==> src/qrfr_pkg.sv <==
`default_nettype none

package qrfr_pkg;

  // Field widths of the pixel and remap beats.
  localparam int COORD_W = 10;
  localparam int LEVEL_W = 4;
  localparam int STEP_W  = 5;
  localparam int ZONE_W  = 2;

  // Divisor width: level_log2 - 1 always fits the level field.
  localparam int DEN_W = LEVEL_W;

  localparam logic [COORD_W-1:0] COORD_MASK = '1;
  localparam logic [LEVEL_W-1:0] LEVEL_MIN  = 4'd2;

  // Zone codes, in rising order of priority.
  localparam logic [ZONE_W-1:0] ZONE_TL = 2'd0;
  localparam logic [ZONE_W-1:0] ZONE_TR = 2'd1;
  localparam logic [ZONE_W-1:0] ZONE_BL = 2'd2;
  localparam logic [ZONE_W-1:0] ZONE_BR = 2'd3;

  typedef struct packed {
    logic [COORD_W-1:0] pixel_x;
    logic [COORD_W-1:0] pixel_y;
    logic [LEVEL_W-1:0] level_log2;
    logic [STEP_W-1:0]  step_index;
  } pixel_t;

  typedef struct packed {
    logic [COORD_W-1:0] src_x;
    logic [COORD_W-1:0] src_y;
    logic               moved;
    logic [ZONE_W-1:0]  zone;
  } remap_t;

  // Data that rides along the divider with each beat.
  typedef struct packed {
    logic               pass;
    logic [COORD_W-1:0] px;
    logic [COORD_W-1:0] py;
    logic [DEN_W-1:0]   den;
    logic [1:0]         quo;
  } div_tag_t;

endpackage

`default_nettype wire

==> src/qrfr_frac_div.sv <==
`default_nettype none

module qrfr_frac_div #(
  parameter int STEPS  = 4,
  parameter int STAGES = 3
) (
  input  wire logic                        clk,
  input  wire logic                        rst,
  input  wire logic                        in_valid,
  output logic                             in_ready,
  input  wire logic [qrfr_pkg::DEN_W-1:0]  in_num,
  input  wire logic [qrfr_pkg::DEN_W-1:0]  in_den,
  input  wire qrfr_pkg::div_tag_t          in_tag,
  output logic                             out_valid,
  input  wire logic                        out_ready,
  output logic [STEPS*STAGES-1:0]          out_frac,
  output qrfr_pkg::div_tag_t               out_tag
);

  import qrfr_pkg::*;

  localparam int FW = STEPS * STAGES;

  // Stage registers.
  logic             v    [STAGES];
  logic [DEN_W-1:0] rem  [STAGES];
  logic [DEN_W-1:0] den  [STAGES];
  logic [FW-1:0]    frac [STAGES];
  div_tag_t         tag  [STAGES];

  // What each stage sees at its input.
  logic             src_v    [STAGES];
  logic [DEN_W-1:0] src_rem  [STAGES];
  logic [DEN_W-1:0] src_den  [STAGES];
  logic [FW-1:0]    src_frac [STAGES];
  div_tag_t         src_tag  [STAGES];

  logic [DEN_W-1:0] rem_next  [STAGES];
  logic [FW-1:0]    frac_next [STAGES];

  logic rdy [STAGES+1];

  assign rdy[STAGES] = out_ready;
  assign in_ready    = rdy[0];

  assign src_v[0]    = in_valid;
  assign src_rem[0]  = in_num;
  assign src_den[0]  = in_den;
  assign src_frac[0] = '0;
  assign src_tag[0]  = in_tag;

  // Chain the stages and let each one take a beat when it is empty or moving on.
  for (genvar s = 0; s < STAGES; s++) begin : g_link
    if (s > 0) begin : g_src
      assign src_v[s]    = v[s-1];
      assign src_rem[s]  = rem[s-1];
      assign src_den[s]  = den[s-1];
      assign src_frac[s] = frac[s-1];
      assign src_tag[s]  = tag[s-1];
    end
    assign rdy[s] = !v[s] || rdy[s+1];
  end

  // Restoring division of the remainder, a few quotient bits per stage.
  always_comb begin
    logic [DEN_W-1:0] r;
    logic [DEN_W:0]   r2;
    logic             qb;
    logic [FW-1:0]    f;
    for (int s = 0; s < STAGES; s++) begin
      r = src_rem[s];
      f = src_frac[s];
      for (int i = 0; i < STEPS; i++) begin
        r2 = {r, 1'b0};
        qb = (r2 >= {1'b0, src_den[s]});
        r  = qb ? DEN_W'(r2 - {1'b0, src_den[s]}) : DEN_W'(r2);
        f  = {f[FW-2:0], qb};
      end
      rem_next[s]  = r;
      frac_next[s] = f;
    end
  end

  always_ff @(posedge clk) begin
    for (int s = 0; s < STAGES; s++) begin
      if (rst) begin
        v[s] <= 1'b0;
      end else if (rdy[s]) begin
        v[s] <= src_v[s];
      end
      if (rdy[s] && src_v[s]) begin
        rem[s]  <= rem_next[s];
        den[s]  <= src_den[s];
        frac[s] <= frac_next[s];
        tag[s]  <= src_tag[s];
      end
    end
  end

  assign out_valid = v[STAGES-1];
  assign out_frac  = frac[STAGES-1];
  assign out_tag   = tag[STAGES-1];

endmodule

`default_nettype wire

==> src/quadrant_rotation_frame_remap.sv <==
`default_nettype none

// Maps each output pixel of one quadrant-rotation animation frame to its source pixel in
// the level's base frame, taking one pixel beat per clock while nothing stalls and giving
// one remap beat per beat, in order. A beat passes through an input register that splits
// the step count into whole and leftover parts of the divisor, three stages of a pipelined
// fractional divider that works out the quadrant shift, one stage that assembles the
// shift, and the output register where the zone tests pick the source address. Every
// stage holds its own valid bit, so a stall at the output backs up only the stages that
// are full and empty stages keep filling. A level or step out of range, or a pixel outside
// the frame, comes back as its own address with moved clear and zone zero. There are no
// configuration registers and no state between beats.
module quadrant_rotation_frame_remap #(
  parameter int MAX_LOG2 = 10
) (
  input  wire logic             clk,
  input  wire logic             rst,
  input  wire logic             pixel_valid,
  output logic                  pixel_stall,
  input  wire qrfr_pkg::pixel_t pixel,
  output logic                  remap_valid,
  input  wire logic             remap_stall,
  output qrfr_pkg::remap_t      remap
);

  import qrfr_pkg::*;

  // Fraction bits needed for the largest level, spread over the divider stages.
  localparam int DIV_STAGES = 3;
  localparam int FRAC_BITS  = MAX_LOG2 - 2;
  localparam int DIV_STEPS  = (FRAC_BITS < 1) ? 1 : (FRAC_BITS + DIV_STAGES - 1) / DIV_STAGES;
  localparam int FW         = DIV_STEPS * DIV_STAGES;
  localparam int SHW        = MAX_LOG2;
  localparam int UW         = MAX_LOG2 + 1;

  // Input decode: range checks and step count split by the divisor.
  logic             lvl_ok;
  logic             stp_ok;
  logic             pos_ok;
  logic [DEN_W-1:0] den_in;
  logic [STEP_W-1:0] frames;
  logic [STEP_W:0]  num0;
  logic [STEP_W:0]  num1;
  logic [STEP_W:0]  num2;
  logic [STEP_W:0]  den_wide;
  logic             sub0;
  logic             sub1;
  div_tag_t         tag_in;

  always_comb begin
    den_in   = pixel.level_log2 - 4'd1;
    frames   = {den_in, 1'b0};
    lvl_ok   = (pixel.level_log2 >= LEVEL_MIN) &&
               ({1'b0, pixel.level_log2} <= 5'(MAX_LOG2));
    stp_ok   = (pixel.step_index < frames);
    pos_ok   = ((pixel.pixel_x >> MAX_LOG2) == '0) && ((pixel.pixel_y >> MAX_LOG2) == '0);
    den_wide = {2'b00, den_in};
    num0     = {1'b0, pixel.step_index} + 6'd1;
    sub0     = (num0 >= den_wide);
    num1     = sub0 ? num0 - den_wide : num0;
    sub1     = (num1 >= den_wide);
    num2     = sub1 ? num1 - den_wide : num1;
    tag_in.pass = !(lvl_ok && stp_ok && pos_ok);
    tag_in.px   = pixel.pixel_x;
    tag_in.py   = pixel.pixel_y;
    tag_in.den  = den_in;
    tag_in.quo  = {1'b0, sub0} + {1'b0, sub1};
  end

  // Stage A: decoded beat.
  logic             a_v;
  div_tag_t         a_tag;
  logic [DEN_W-1:0] a_rem;
  logic             a_ready;
  logic             div_in_ready;

  assign a_ready     = !a_v || div_in_ready;
  assign pixel_stall = !a_ready;

  always_ff @(posedge clk) begin
    if (rst) begin
      a_v <= 1'b0;
    end else if (a_ready) begin
      a_v <= pixel_valid;
    end
    if (a_ready && pixel_valid) begin
      a_tag <= tag_in;
      a_rem <= DEN_W'(num2);
    end
  end

  // Fraction of the leftover over the divisor.
  logic          d_v;
  logic          b_ready;
  logic [FW-1:0] d_frac;
  div_tag_t      d_tag;

  qrfr_frac_div #(
    .STEPS  (DIV_STEPS),
    .STAGES (DIV_STAGES)
  ) u_div (
    .clk       (clk),
    .rst       (rst),
    .in_valid  (a_v),
    .in_ready  (div_in_ready),
    .in_num    (a_rem),
    .in_den    (a_tag.den),
    .in_tag    (a_tag),
    .out_valid (d_v),
    .out_ready (b_ready),
    .out_frac  (d_frac),
    .out_tag   (d_tag)
  );

  // Stage B: shift = quotient * 2^(den-1) + fraction scaled to den-1 bits.
  logic [DEN_W-1:0] dm1;
  logic [4:0]       frac_sh;
  logic [SHW-1:0]   shift_next;
  logic             b_v;
  div_tag_t         b_tag;
  logic [SHW-1:0]   b_shift;
  logic             c_ready;

  always_comb begin
    dm1        = d_tag.den - 4'd1;
    frac_sh    = 5'(FW) - {1'b0, dm1};
    shift_next = (SHW'(d_tag.quo) << dm1) + SHW'(d_frac >> frac_sh);
  end

  assign b_ready = !b_v || c_ready;

  always_ff @(posedge clk) begin
    if (rst) begin
      b_v <= 1'b0;
    end else if (b_ready) begin
      b_v <= d_v;
    end
    if (b_ready && d_v) begin
      b_tag   <= d_tag;
      b_shift <= shift_next;
    end
  end

  // Stage C: zone tests within the segment and source address.
  logic [4:0]         lvl_sh;
  logic [COORD_W-1:0] seg_mask;
  logic [UW-1:0]      rx;
  logic [UW-1:0]      ry;
  logic [UW-1:0]      half;
  logic [UW-1:0]      full;
  logic [UW-1:0]      sh_u;
  logic [UW-1:0]      h_less;
  logic [UW-1:0]      h_more;
  logic [UW-1:0]      f_less;
  logic [COORD_W-1:0] sh_c;
  logic               z0;
  logic               z1;
  logic               z2;
  logic               z3;
  remap_t             remap_next;

  always_comb begin
    lvl_sh   = {1'b0, b_tag.den} + 5'd1;
    seg_mask = ~(COORD_MASK << lvl_sh);
    rx       = UW'(b_tag.px & seg_mask);
    ry       = UW'(b_tag.py & seg_mask);
    half     = UW'(1) << b_tag.den;
    full     = half + half;
    sh_u     = UW'(b_shift);
    h_less   = half - sh_u;
    h_more   = half + sh_u;
    f_less   = full - sh_u;
    sh_c     = COORD_W'(b_shift);
    z0 = (rx >= sh_u) && (rx < h_more) && (ry < half);
    z1 = (rx >= half) && (rx < full) && (ry >= sh_u) && (ry < h_more);
    z2 = (rx < half) && (ry >= h_less) && (ry < f_less);
    z3 = (rx >= h_less) && (rx < f_less) && (ry >= half) && (ry < full);

    remap_next.src_x = b_tag.px;
    remap_next.src_y = b_tag.py;
    remap_next.moved = 1'b0;
    remap_next.zone  = ZONE_TL;
    if (!b_tag.pass) begin
      if (z3) begin
        remap_next.src_x = b_tag.px + sh_c;
        remap_next.moved = 1'b1;
        remap_next.zone  = ZONE_BR;
      end else if (z2) begin
        remap_next.src_y = b_tag.py + sh_c;
        remap_next.moved = 1'b1;
        remap_next.zone  = ZONE_BL;
      end else if (z1) begin
        remap_next.src_y = b_tag.py - sh_c;
        remap_next.moved = 1'b1;
        remap_next.zone  = ZONE_TR;
      end else if (z0) begin
        remap_next.src_x = b_tag.px - sh_c;
        remap_next.moved = 1'b1;
        remap_next.zone  = ZONE_TL;
      end
    end
  end

  assign c_ready = !remap_valid || !remap_stall;

  always_ff @(posedge clk) begin
    if (rst) begin
      remap_valid <= 1'b0;
    end else if (c_ready) begin
      remap_valid <= b_v;
    end
    if (c_ready && b_v) begin
      remap <= remap_next;
    end
  end

  // The split of the step count leaves a remainder below the divisor.
  assert property (@(posedge clk) disable iff (rst)
    (a_v && !a_tag.pass) |-> (a_rem < a_tag.den))
    else $error("leftover step count not below divisor");

  // The assembled shift never moves a quadrant by more than its own width.
  assert property (@(posedge clk) disable iff (rst)
    (b_v && !b_tag.pass) |-> (sh_u <= half))
    else $error("quadrant shift exceeds half segment width");

  // An accepted pixel beat always lands in the first stage.
  assert property (@(posedge clk) disable iff (rst)
    (pixel_valid && !pixel_stall) |=> a_v)
    else $error("accepted beat lost at pipeline entry");

endmodule

`default_nettype wire
==> config.mk <==
export PLATFORM = sky130hd
export DESIGN_NAME = quadrant_rotation_frame_remap
export DESIGN_NICKNAME = d
export VERILOG_FILES = /design/src/qrfr_pkg.sv /design/src/qrfr_frac_div.sv /design/src/quadrant_rotation_frame_remap.sv
export SDC_FILE = /design/constraint.sdc
export NUM_CORES = 1
export LEC_CHECK = 0
export ABC_AREA = 0
export BUFFER_PORTS_ARGS = -buffer_cell sky130_fd_sc_hd__buf_2
export CAP_MARGIN = 25
export CORE_UTILIZATION = 57
export DETAILED_ROUTE_END_ITERATION = 10
export PLACE_DENSITY = 0.74
export SYNTH_ARGS = -nofsm -noshare
export SYNTH_HDL_FRONTEND = slang
export SYNTH_SLANG_ARGS = --single-unit
export TNS_END_PERCENT = 20
==> constraint.sdc <==
create_clock -name clk -period 4.6 [get_ports clk]
set_input_delay 0.46 -clock clk [delete_from_list [all_inputs] [get_ports clk]]
set_output_delay 0.46 -clock clk [all_outputs]
set_load 0.02 [all_outputs]
# Yosys cells after proc, flatten, opt, wreduce, memory -nomap -nowiden
# Memories as Yosys holds them, arrays and structs flattened.
# Cells that the tools add are included.
[totals] register_bits=92 output_inout_bits=25 mem_bits_rw=135 latchBits=0 mem_count=5 inputBits=33 word_cells=162 mem_bits_ro=0
[memory_table] memory="u_div.tag" words=3 word_bits=27 rd=3 rd_ports_with_merged_regs=0 write_ports=3 line="qrfr_frac_div.sv:29" text="div_tag_t tag [STAGES];"
[memory_table] memory="u_div.frac" words=3 word_bits=9 rd=3 rd_ports_with_merged_regs=0 write_ports=3 line="qrfr_frac_div.sv:28" text="logic [FW-1:0] frac [STAGES];"
[memory_table] memory="u_div.den" words=3 word_bits=4 rd=2 rd_ports_with_merged_regs=0 write_ports=3 line="qrfr_frac_div.sv:27" text="logic [DEN_W-1:0] den [STAGES];"
[memory_table] memory="u_div.rem" words=3 word_bits=4 rd=2 rd_ports_with_merged_regs=0 write_ports=3 line="qrfr_frac_div.sv:26" text="logic [DEN_W-1:0] rem [STAGES];"
[memory_table] memory="u_div.v" words=3 word_bits=1 rd=3 rd_ports_with_merged_regs=0 write_ports=3 line="qrfr_frac_div.sv:25" text="logic v [STAGES];"
[op_classes] n_div=0 muxes=42 shifts=4 eq_ne=0 n_reduce_logical=33 add_sub_neg=26 mul=0 n_bitwise=6 n_lt_le_gt_ge=28
[op_table] operator="$lt A10 B11 Y1" n=8
[op_table] operator="$mux W10" n=6
[op_table] operator="$ge A5 B4 Y1" n=9
[op_table] operator="$ge A10 B11 Y1" n=4
[op_table] operator="$mux W4" n=10
[op_table] operator="$sub A4 B4 Y4" n=10
[op_table] operator="$add A10 B10 Y10" n=3
[op_table] operator="$mux W23" n=1
[op_table] operator="$sub A11 B10 Y11" n=2
[op_table] operator="$and A10 B10 Y10" n=2
[op_table] operator="$ge A10 B10 Y1" n=2
[op_table] operator="$mux W1" n=20
[op_table] operator="$sub A10 B10 Y10" n=2
[op_table] operator="$logic_and A1 B1 Y1" n=18
[op_table] operator="$mux W13" n=1
[op_table] operator="$ge A6 B4 Y1" n=2
[op_table] operator="$add A11 B10 Y11" n=1
[op_table] operator="$add A11 B11 Y11" n=1
[op_table] operator="$shl A1 B4 Y11 const A" n=1
[op_table] operator="$not A10 Y10" n=1
[op_table] operator="$shl A10 B5 Y10 const A" n=1
[op_table] operator="$shl A2 B4 Y10" n=1
[op_table] operator="$shr A9 B5 Y10" n=1
[op_table] operator="$logic_not A1 Y1" n=9
[op_table] operator="other kinds (13)" n=23

# Logic depth before layout (Yosys ltp)
# Gate-level depths: netlist of the first run.
[logic_depth] ltp_word=12 depth_mapped=27 mapped_depth_nobuf=25

# By module
# A second synthesis of the first run with hierarchy kept.
[hier_totals] hier_cells=1449 hier_area_um2=15576.2
[by_module_without_submodules] mod="quadrant_rotation_frame_remap" seq_area_each_um2=2732.6 n_inst=1 cells_per_inst=1117 area_per_inst_um2=10410.0
[by_module_without_submodules] mod="qrfr_frac_div" seq_area_each_um2=3543.4 n_inst=1 cells_per_inst=332 area_per_inst_um2=5166.2

# Least setup slack after synthesis of the first run
# No wires, ideal clock.
[synth_path] path_kind="register -> register" from="reg a_tag[3] (netlist bit)" to="mem u_div.rem[0][2] (netlist bit), data pin" n_path_buf=0 t_arrival_ps=4762 period_less_slack_ps=5022 required_time_ps=4340 setup_slack_ps=-422 path_stages_with_launch=21 setup_time_ps=260 path_cell_list="edfxtp_1 inv_1 ha_1 a21o_1 a21oi_1 nand2_1 a211oi_1 mux2_2 ha_1 a21boi_0 o21ai_0 and3_1 a21boi_0 nor2_1 ha_1 a21o_1 a21o_1 a21o_1 a21oi_1 nand2_1 mux2_2"
[synth_rtl] element="from (decl)" line="quadrant_rotation_frame_remap.sv:72" text="div_tag_t a_tag;"
[synth_rtl] element="from (signal assigned)" line="quadrant_rotation_frame_remap.sv:87" text="a_tag <= tag_in;"
[synth_rtl] element="to (decl)" line="qrfr_frac_div.sv:26"

==> results of run 1 <==
[per-stage QoR]
step	setup TNS, ns	utilization	power [mW]	area [sq um]	setup slack (ns)
3_5_place_dp	-8.45	0.670	3.72	17100	-0.479
3_3_place_gp	-5.95	0.670	3.64	17100	-0.368
4_1_cts	-3.62	0.713	5.38	18200	-0.247
6_report	-5.71	0.728	5.39	18600	-0.366
5_1_grt	-10.55	0.728	5.66	18600	-0.517
2_1_floorplan	-0.731	-	3.32	15100	-0.0793
[kinds of logic (layout without fill, tap and decap cells)]
group           Yosys count  count (layout)  synth area share
mux                      31              31            0.0237
fa+ha+maj               247             247             0.211
simple gates            325             325             0.110
xor+xnor                 66              66            0.0402
buf+inv                 142             418            0.0368
flops                   202             202             0.404
compound gates          392             392             0.175
[flip-flops by register name, indices dropped and copies added (netlist names)]
| name | count |
|---|---|
| b_v | 1 |
| b_tag | 25 |
| u_div.tag | 75 |
| u_div.den | 6 |
| remap_valid | 1 |
| u_div.v | 3 |
| remap | 23 |
| u_div.frac | 18 |
| b_shift | 10 |
| u_div.rem | 8 |
| a_v | 1 |
| a_tag | 27 |
| a_rem | 4 |
[repair_timing]
item | CTS | global route
pin swaps | 48 | 55
buffers inserted | 15 | 8
gates resized for setup | 68 | 69
endpoints found under the setup margin | 24 | 31
[cell usage in the layout (no fill, tap or decap), types with 8 or more instances in the layout]
| cell type | count |
|---|---|
| ha_1 | 213 |
| edfxtp_1 | 199 |
| buf_4 | 186 |
| inv_1 | 110 |
| a21oi_1 | 102 |
| nor2_1 | 86 |
| nand2_1 | 60 |
| buf_2 | 57 |
| o21ai_0 | 53 |
| a21o_1 | 46 |
| xnor2_1 | 35 |
| nand2b_1 | 27 |
| o21a_1 | 26 |
| nor2b_1 | 24 |
| clkbuf_16 | 21 |
| nand3_1 | 20 |
| xor2_1 | 19 |
| nor3_1 | 19 |
| o21bai_1 | 19 |
| a21oi_2 | 18 |
| mux2_2 | 15 |
| and2_1 | 15 |
| mux2i_1 | 14 |
| o211ai_1 | 14 |
| buf_6 | 14 |
| xnor2_2 | 11 |
| fa_1 | 10 |
| ha_4 | 10 |
| a221o_1 | 9 |
| nand4_1 | 8 |
| a211oi_1 | 8 |
| nor2_2 | 8 |
[critical path: stages (launching register included)]
cell and delay [ns]:
edfxtp_1 0.53, nor2_4 0.19, buf_4 0.16, nand2_2 0.09
inv_4 0.10, ha_4 0.22, inv_1 0.10, o21bai_4 0.08
maj3_2 0.31, a21oi_2 0.15, o21bai_1 0.11, a21oi_2 0.15
o21bai_1 0.08, a21oi_1 0.15, xor2_1 0.26, ha_2 0.25
buf_6 0.09, a21oi_2 0.03, a311oi_2 0.26, o21ai_2 0.12
or3_4 0.42, or3_4 0.51, nor2_2 0.13, a211o_1 0.13
a21oi_2 0.07
[worst paths after layout]
path                          from               end  slack, ns  cells after the start
setup reg to reg          b_tag[5]         remap[10]      -0.37                     24
hold reg to reg   u_div.tag[0][10]  u_div.tag[0][37]       0.41                      0
setup / recovery          b_tag[5]         remap[10]      -0.37                     24
hold / removal           pixel[26]         a_tag[23]       0.13                      1
[power by group]
group	leakage [nW]	total (mW)	internal [mW]	switching, mW
logic	5.85	1.50	0.736	0.760
registers	1.84	2.24	2.19	0.0487
clock network	0.325	1.66	0.963	0.695
total	8.02	5.39	3.89	1.50
[metal layers]
layer | vias up | routed length, microns
li1 | 5767 | -
met1 | 5805 | 16800
met2 | 410 | 19400
met3 | 82 | 2250
met4 | 0 | 1250
met5 | - | 0
[cell type report]
| cell class | count | area [sq um] | area share |
|---|---|---|---|
| repair buffers | 262 | 1940 | 0.105 |
| flip-flops and latches | 202 | 6040 | 0.325 |
| clock buffers | 26 | 544 | 0.0293 |
| multi-input cells | 1061 | 9050 | 0.488 |
| well taps | 330 | 413 | 0.0223 |
| clock inverters | 12 | 125 | 0.00674 |
| inverters | 118 | 448 | 0.0241 |
==> summary.md, run 1 <==
| Metric | Value |
|---|---|
| Area leader, netlist | edfxtp_1 |
| Io pins | 58 |
| Skew-Pair Late Insertion Delay | 0.51 ns |
| Aggregate global routing overflow | 0 |
| Met2 global-route usage | 0.511 |
| Post-synth top area share | 0.400 |
| Max clock buf depth | 3 |
| Max-cap viol count | 0 |
| Leak pwr | 8.02 nW |
| Finished Layout Cells | 2011 |
| RSZ-0062 raised after global routing | true |
| Total GRT Usage | 0.296 |
| Ys async rst share | 0 |
| Max frequency | 0.201 GHz |
| Arrival time worst endpoint | 5.20 ns |
| Yosys reg bits | 202 |
| Register area share after synthesis | 0.404 |
| DRC errors left | 0 |
| Outcome | finished with violations |
| Setup violations, final | 21 |
| Met3 Use GR | 0.0354 |
| Final nets | 1940 |
| Worst min path class | primary input to register |
| Clock slew at reported path FFs | 0.07 ns |
| Detailed placement HPWL | 30200 microns |
| Port bufs | 57 |
| Starting density of the core | 0.587 |
| Site row count | 58 |
| Post-synth EDFFs | 199 |
| Count leader, synth | ha_1 |
| Root Buffer | clkbuf_16 |
| Setup slack after layout | -0.366 ns |
| H-tree Lvls | 1 |
| Worst Tran Pin Value | 0.776 ns |
| Worst Path Required | 4.83 ns |
| PD cells | 291 nW/um^2 |
| Initial antenna violation count | 0 |
| Syn Area/Cell | 10.6 sq um |
| GPL Wtd Cong | 1.00 |
| Crit. End Element | register |
| Met1 Use GR | 0.385 |
| Final Hold Fails | 0 |
| Post-DRT Antenna Nets | 0 |
| Proportion of layout cells with a drive suffix above 1 | 0.266 |
| Max IR drop VDD | 460 uV |
| Area grow syn2layout | 24.0% |
| Chip width | 164 microns |
| Avg Vias per Cell | 6.00 |
| Via Count | 12.1k |
| Syn Nets | 1679 |
| Synthesized cell area | 15000 sq um |
| Routed WL per cell | 19.8 microns |
| Die Area | 26900 sq um |
| Fill cells | 1744 |
| Final Max Slew Viols | 0 |
| First-pass GRT wire length | 61300 microns |
| Most area-consuming cells after synthesis | edfxtp_1 40%, ha_1 19%, a21oi_1 4.0%, inv_1 2.9%, xnor2_1 2.5% |
| Commonest cells post-synth | 230 x ha_1, 199 x edfxtp_1, 120 x a21oi_1 |
| Die Ht | 164 microns |
| Core Footprint | 25500 sq um |
| Violated checks | setup timing |
| Vias in the first global route | 12.0k |
| Yosys warning count | 0 |
| Hold-fix buffers, CTS | 0 |
| Unique cell type count in the Yosys netlist | 86 |
| Final worst path period need | 4.97 ns |
| Worst slew margin | 0.482 |
| Hold slack final | 0.132 ns |
| Largest net degree at the start of global routing | 39 |
| WL final | 39800 microns |
| Most used DFF post-synth | edfxtp_1 |
| # clock sinks | 202 |
| TritonCTS clock tree | built |
| Tcrit/Tclk final | 1.08 |
| Placed insts | 1953 |
| Crit path max fanout | 8 |
| Post-Synthesis Cells | 1405 |
| ANT cells | 0 |
| Critical path type | register to register |
| Length of the first detailed-routing pass in iterations | 5 |
| Worst-case clock skew | 0.0225 ns |
| Startpoint types | register |
| Global route hottest layer | met2 |
| DRT iter0 DRCs | 783 |
| CTS Buf Count | 21 |
(Power assumes the default switching activity.)
==> run 2: changes to the inputs <==
--- a/config.mk
+++ b/config.mk
@@ -5,12 +5,12 @@
 export SDC_FILE = /design/constraint.sdc
 export NUM_CORES = 1
 export LEC_CHECK = 0
-export ABC_AREA = 0
+export ABC_AREA = 1
 export BUFFER_PORTS_ARGS = -buffer_cell sky130_fd_sc_hd__buf_2
 export CAP_MARGIN = 25
-export CORE_UTILIZATION = 57
+export CORE_UTILIZATION = 58
 export DETAILED_ROUTE_END_ITERATION = 10
-export PLACE_DENSITY = 0.74
+export PLACE_DENSITY = 0.75
 export SYNTH_ARGS = -nofsm -noshare
 export SYNTH_HDL_FRONTEND = slang
 export SYNTH_SLANG_ARGS = --single-unit
==> summary.md, run 2 <==
| Metric | Value |
|---|---|
| Starting density of the core | 0.589 (was 0.587) |
| DP Worst Slack | -0.120 ns (was -0.479 ns) |
| Most frequent cells in the layout | 297 x nand2_1, 227 x ha_1, 216 x inv_1 (was 213 x ha_1, 199 x edfxtp_1, 186 x buf_4) |
| DRT iter0 DRCs | 1027 (was 783) |
| Port bufs | 57 (unchanged) |
| Compound-gate portion of the synthesized area | 0.109 (was 0.175) |
| Xor-xnor portion of the synthesized cell area | 0.0458 (was 0.0402) |
| Synthesized cell area | 15300 sq um (was 15000 sq um) |
| Largest family of logic cells by synthesized area | adder cells (unchanged) |
| ANT cells | 0 (unchanged) |
| Count leader, synth | nand2_1 (was ha_1) |
| TritonCTS clock tree | built (unchanged) |
| First-pass GRT wire length | 61800 microns (was 61300 microns) |
| Crit. End Element | register (unchanged) |
| Vias in the first global route | 12.0k (about the same) |
| H-tree Lvls | 1 (unchanged) |
| Largest net degree at the start of global routing | 38 (was 39) |
| Ys async rst share | 0 (unchanged) |
| Syn Nets | 1966 (was 1679) |
| Avg Vias per Cell | 5.68 (was 6.00) |
| Die Area | 27000 sq um (was 26900 sq um) |
| Length of the first detailed-routing pass in iterations | 5 (unchanged) |
| Initial antenna violation count | 0 (unchanged) |
| Post-synth EDFFs | 199 (unchanged) |
| Setup slack after layout | 0.0627 ns (was -0.366 ns) |
| Simple-gate portion of the synthesized area | 0.182 (was 0.110) |
| Detailed placement HPWL | 31100 microns (was 30200 microns) |
| Skew-Pair Late Insertion Delay | 0.52 ns (was 0.51 ns) |
| Yosys warning count | 0 (unchanged) |
| Most common cell after layout, fill and taps aside | nand2_1 (was ha_1) |
| Max reg flops | 75 (unchanged) |
| Worst Path Required | 4.84 ns (was 4.83 ns) |
| WL final | 39800 microns (about the same) |
| Crit path max fanout | 8 (unchanged) |
| Post-synthesis mux area share | 0.00352 (was 0.0237) |
| Critical path type | register to register (unchanged) |
| Io pins | 58 (unchanged) |
| DRC errors left | 0 (unchanged) |
| Top reg by flops | u_div.tag (unchanged) |
| Syn Area/Cell | 9.04 sq um (was 10.6 sq um) |
| Final Max Slew Viols | 0 (unchanged) |
| Proportion of layout cells with a drive suffix above 1 | 0.134 (was 0.266) |
| Startpoint types | register (unchanged) |
| Biggest regs | u_div.tag (75), a_tag (27), b_tag (25) (unchanged) |
| Unique cell type count in the Yosys netlist | 56 (was 86) |
| Worst min path class | primary input to register (unchanged) |
| Post-DRT Antenna Nets | 0 (unchanged) |
| Area leader, netlist | edfxtp_1 (unchanged) |
| CTS Buf Count | 22 (was 21) |
| Max-cap viol count | 0 (unchanged) |
| Max IR drop VDD | 519 uV (was 460 uV) |
| Max clock buf depth | 3 (unchanged) |
| Max frequency | 0.220 GHz (was 0.201 GHz) |
| Most used DFF post-synth | edfxtp_1 (unchanged) |
| Leak pwr | 8.01 nW (was 8.02 nW) |
| GPL Wtd Cong | 0.998 (was 1.00) |
| Final worst path period need | 4.54 ns (was 4.97 ns) |
| Setup slack, reg-to-reg | 0.06 ns (was -0.37 ns) |
| Final Hold Fails | 0 (unchanged) |
| PD cells | 330 nW/um^2 (was 291 nW/um^2) |
| Register area share after synthesis | 0.395 (was 0.404) |
| Post-Synthesis Cells | 1692 (was 1405) |
| Total Power | 5.73 mW (was 5.39 mW) |
| # clock sinks | 202 (unchanged) |
| Fill cells | 2062 (was 1744) |
| Routed WL per cell | 18.3 microns (was 19.8 microns) |
| Synth Area in Adders | 0.203 (was 0.211) |
| Finished Layout Cells | 2173 (was 2011) |
| Worst Tran Pin Value | 0.584 ns (was 0.776 ns) |
| Worst-case clock skew | 0.0227 ns (was 0.0225 ns) |
| Placed insts | 2123 (was 1953) |
| Total GRT Usage | 0.297 (was 0.296) |
| Chip width | 164 microns (about the same) |
| Outcome | complete, no violations (was finished with violations) |
| Worst slew margin | 0.609 (was 0.482) |
| Post-synth top area share | 0.391 (was 0.400) |
| Area grow syn2layout | 13.4% (was 24.0%) |
| Arrival time worst endpoint | 4.77 ns (was 5.20 ns) |
| Site row count | 59 (was 58) |
| Most area-consuming cells after synthesis | edfxtp_1 39%, ha_1 19%, nand2_1 7.3%, inv_1 5.5%, a21oi_1 4.1% (was edfxtp_1 40%, ha_1 19%, a21oi_1 4.0%, inv_1 2.9%, xnor2_1 2.5%) |
| Clock slew at reported path FFs | 0.06 ns (was 0.07 ns) |
| Aggregate global routing overflow | 0 (unchanged) |
| Yosys reg bits | 202 (unchanged) |
| Tcrit/Tclk final | 0.986 (was 1.08) |
| Root Buffer | clkbuf_16 (unchanged) |
| Setup violations, final | 0 (was 21) |
| Die Ht | 164 microns (about the same) |
| Via Count | 12.4k (was 12.1k) |
| Final total negative setup slack | 0 ns (was -5.71 ns) |
| Final nets | 2098 (was 1940) |
| Commonest cells post-synth | 299 x nand2_1, 230 x ha_1, 225 x inv_1 (was 230 x ha_1, 199 x edfxtp_1, 120 x a21oi_1) |
| Core Footprint | 26000 sq um (was 25500 sq um) |
## run 2: timing repair
item                                   CTS  global route
endpoints found under the hold margin    0             0
buffers inserted                         1             9
resized for setup                        2            37
pin swaps                                3            12
hold buffers                             0             0
setup endpoints to repair                4            26
## run 2: cell families after synthesis
| logic type | Yosys count |
|---|---|
| AOI/OAI and AO/OA | 292 |
| and+or+nand+nor | 624 |
| adders and majority gates | 241 |
| xor gates and xnor gates | 80 |
| muxes | 5 |
| buffers and inverters | 248 |
| DFF | 202 |
## run 2: worst paths after layout
check                                 startpoint               end  depth (start not counted)
worst max-delay path             u_div.rem[0][1]   u_div.rem[0][7]                         24
worst max register to register   u_div.rem[0][1]   u_div.rem[0][7]                         24
worst min register to register  u_div.tag[0][49]  u_div.tag[0][76]                          0
worst min-delay path                   pixel[28]         a_tag[25]                          1
## run 2: cell type report
class                   count  area [sq um]  area share
multi-input cells        1242          8460       0.488
clock inverters            12           128     0.00736
flip-flops and latches    202          6040       0.348
clock buffers              26           586      0.0338
inverters                 233           878      0.0506
well taps                 335           419      0.0242
repair buffers            123           838      0.0483
## run 2: power breakdown
part	switching (mW)	internal, mW	total (mW)	leakage [nW]
registers	0.0521	2.23	2.28	1.87
logic	1.03	0.720	1.75	5.79
clock network	0.711	0.979	1.69	0.340
total	1.80	3.93	5.73	8.01
## run 2: layer usage
| metal | track usage | up-vias | wire length, microns |
|---|---|---|---|
| li1 | - | 6115 | - |
| met1 | 0.378 | 5738 | 16800 |
| met2 | 0.510 | 405 | 19000 |
| met3 | 0.0414 | 95 | 2440 |
| met4 | 0.120 | 0 | 1530 |
| met5 | 0 | - | 0 |
## run 2: critical path, cell delays in order, from the launching register on
cell and delay, ns:
edfxtp_1 0.45, ha_4 0.29, a21o_1 0.17, o21ai_1 0.17, nand4_1 0.21, inv_1 0.14, nand2_1 0.07, nand2_1 0.08
ha_2 0.31, a21oi_2 0.17, inv_1 0.06, a31oi_2 0.16, nor2_1 0.08, a311oi_1 0.33, nand2_1 0.17, inv_2 0.16
nand2_1 0.08, o21ai_2 0.11, ha_4 0.26, a21oi_1 0.15, nand2_1 0.12, nand2_2 0.10, o2111ai_4 0.16, nor2_1 0.21
a21oi_1 0.06
## run 2: stage by stage
stage	cell area, sq um	utilization	hold slack, ns
floorplan	15300	-	0.400
CTS	17100	0.659	0.0928
global placement	16400	0.630	0.400
global route	17300	0.667	0.0894
detailed placement	16400	0.631	0.405
finish	17300	0.667	0.115
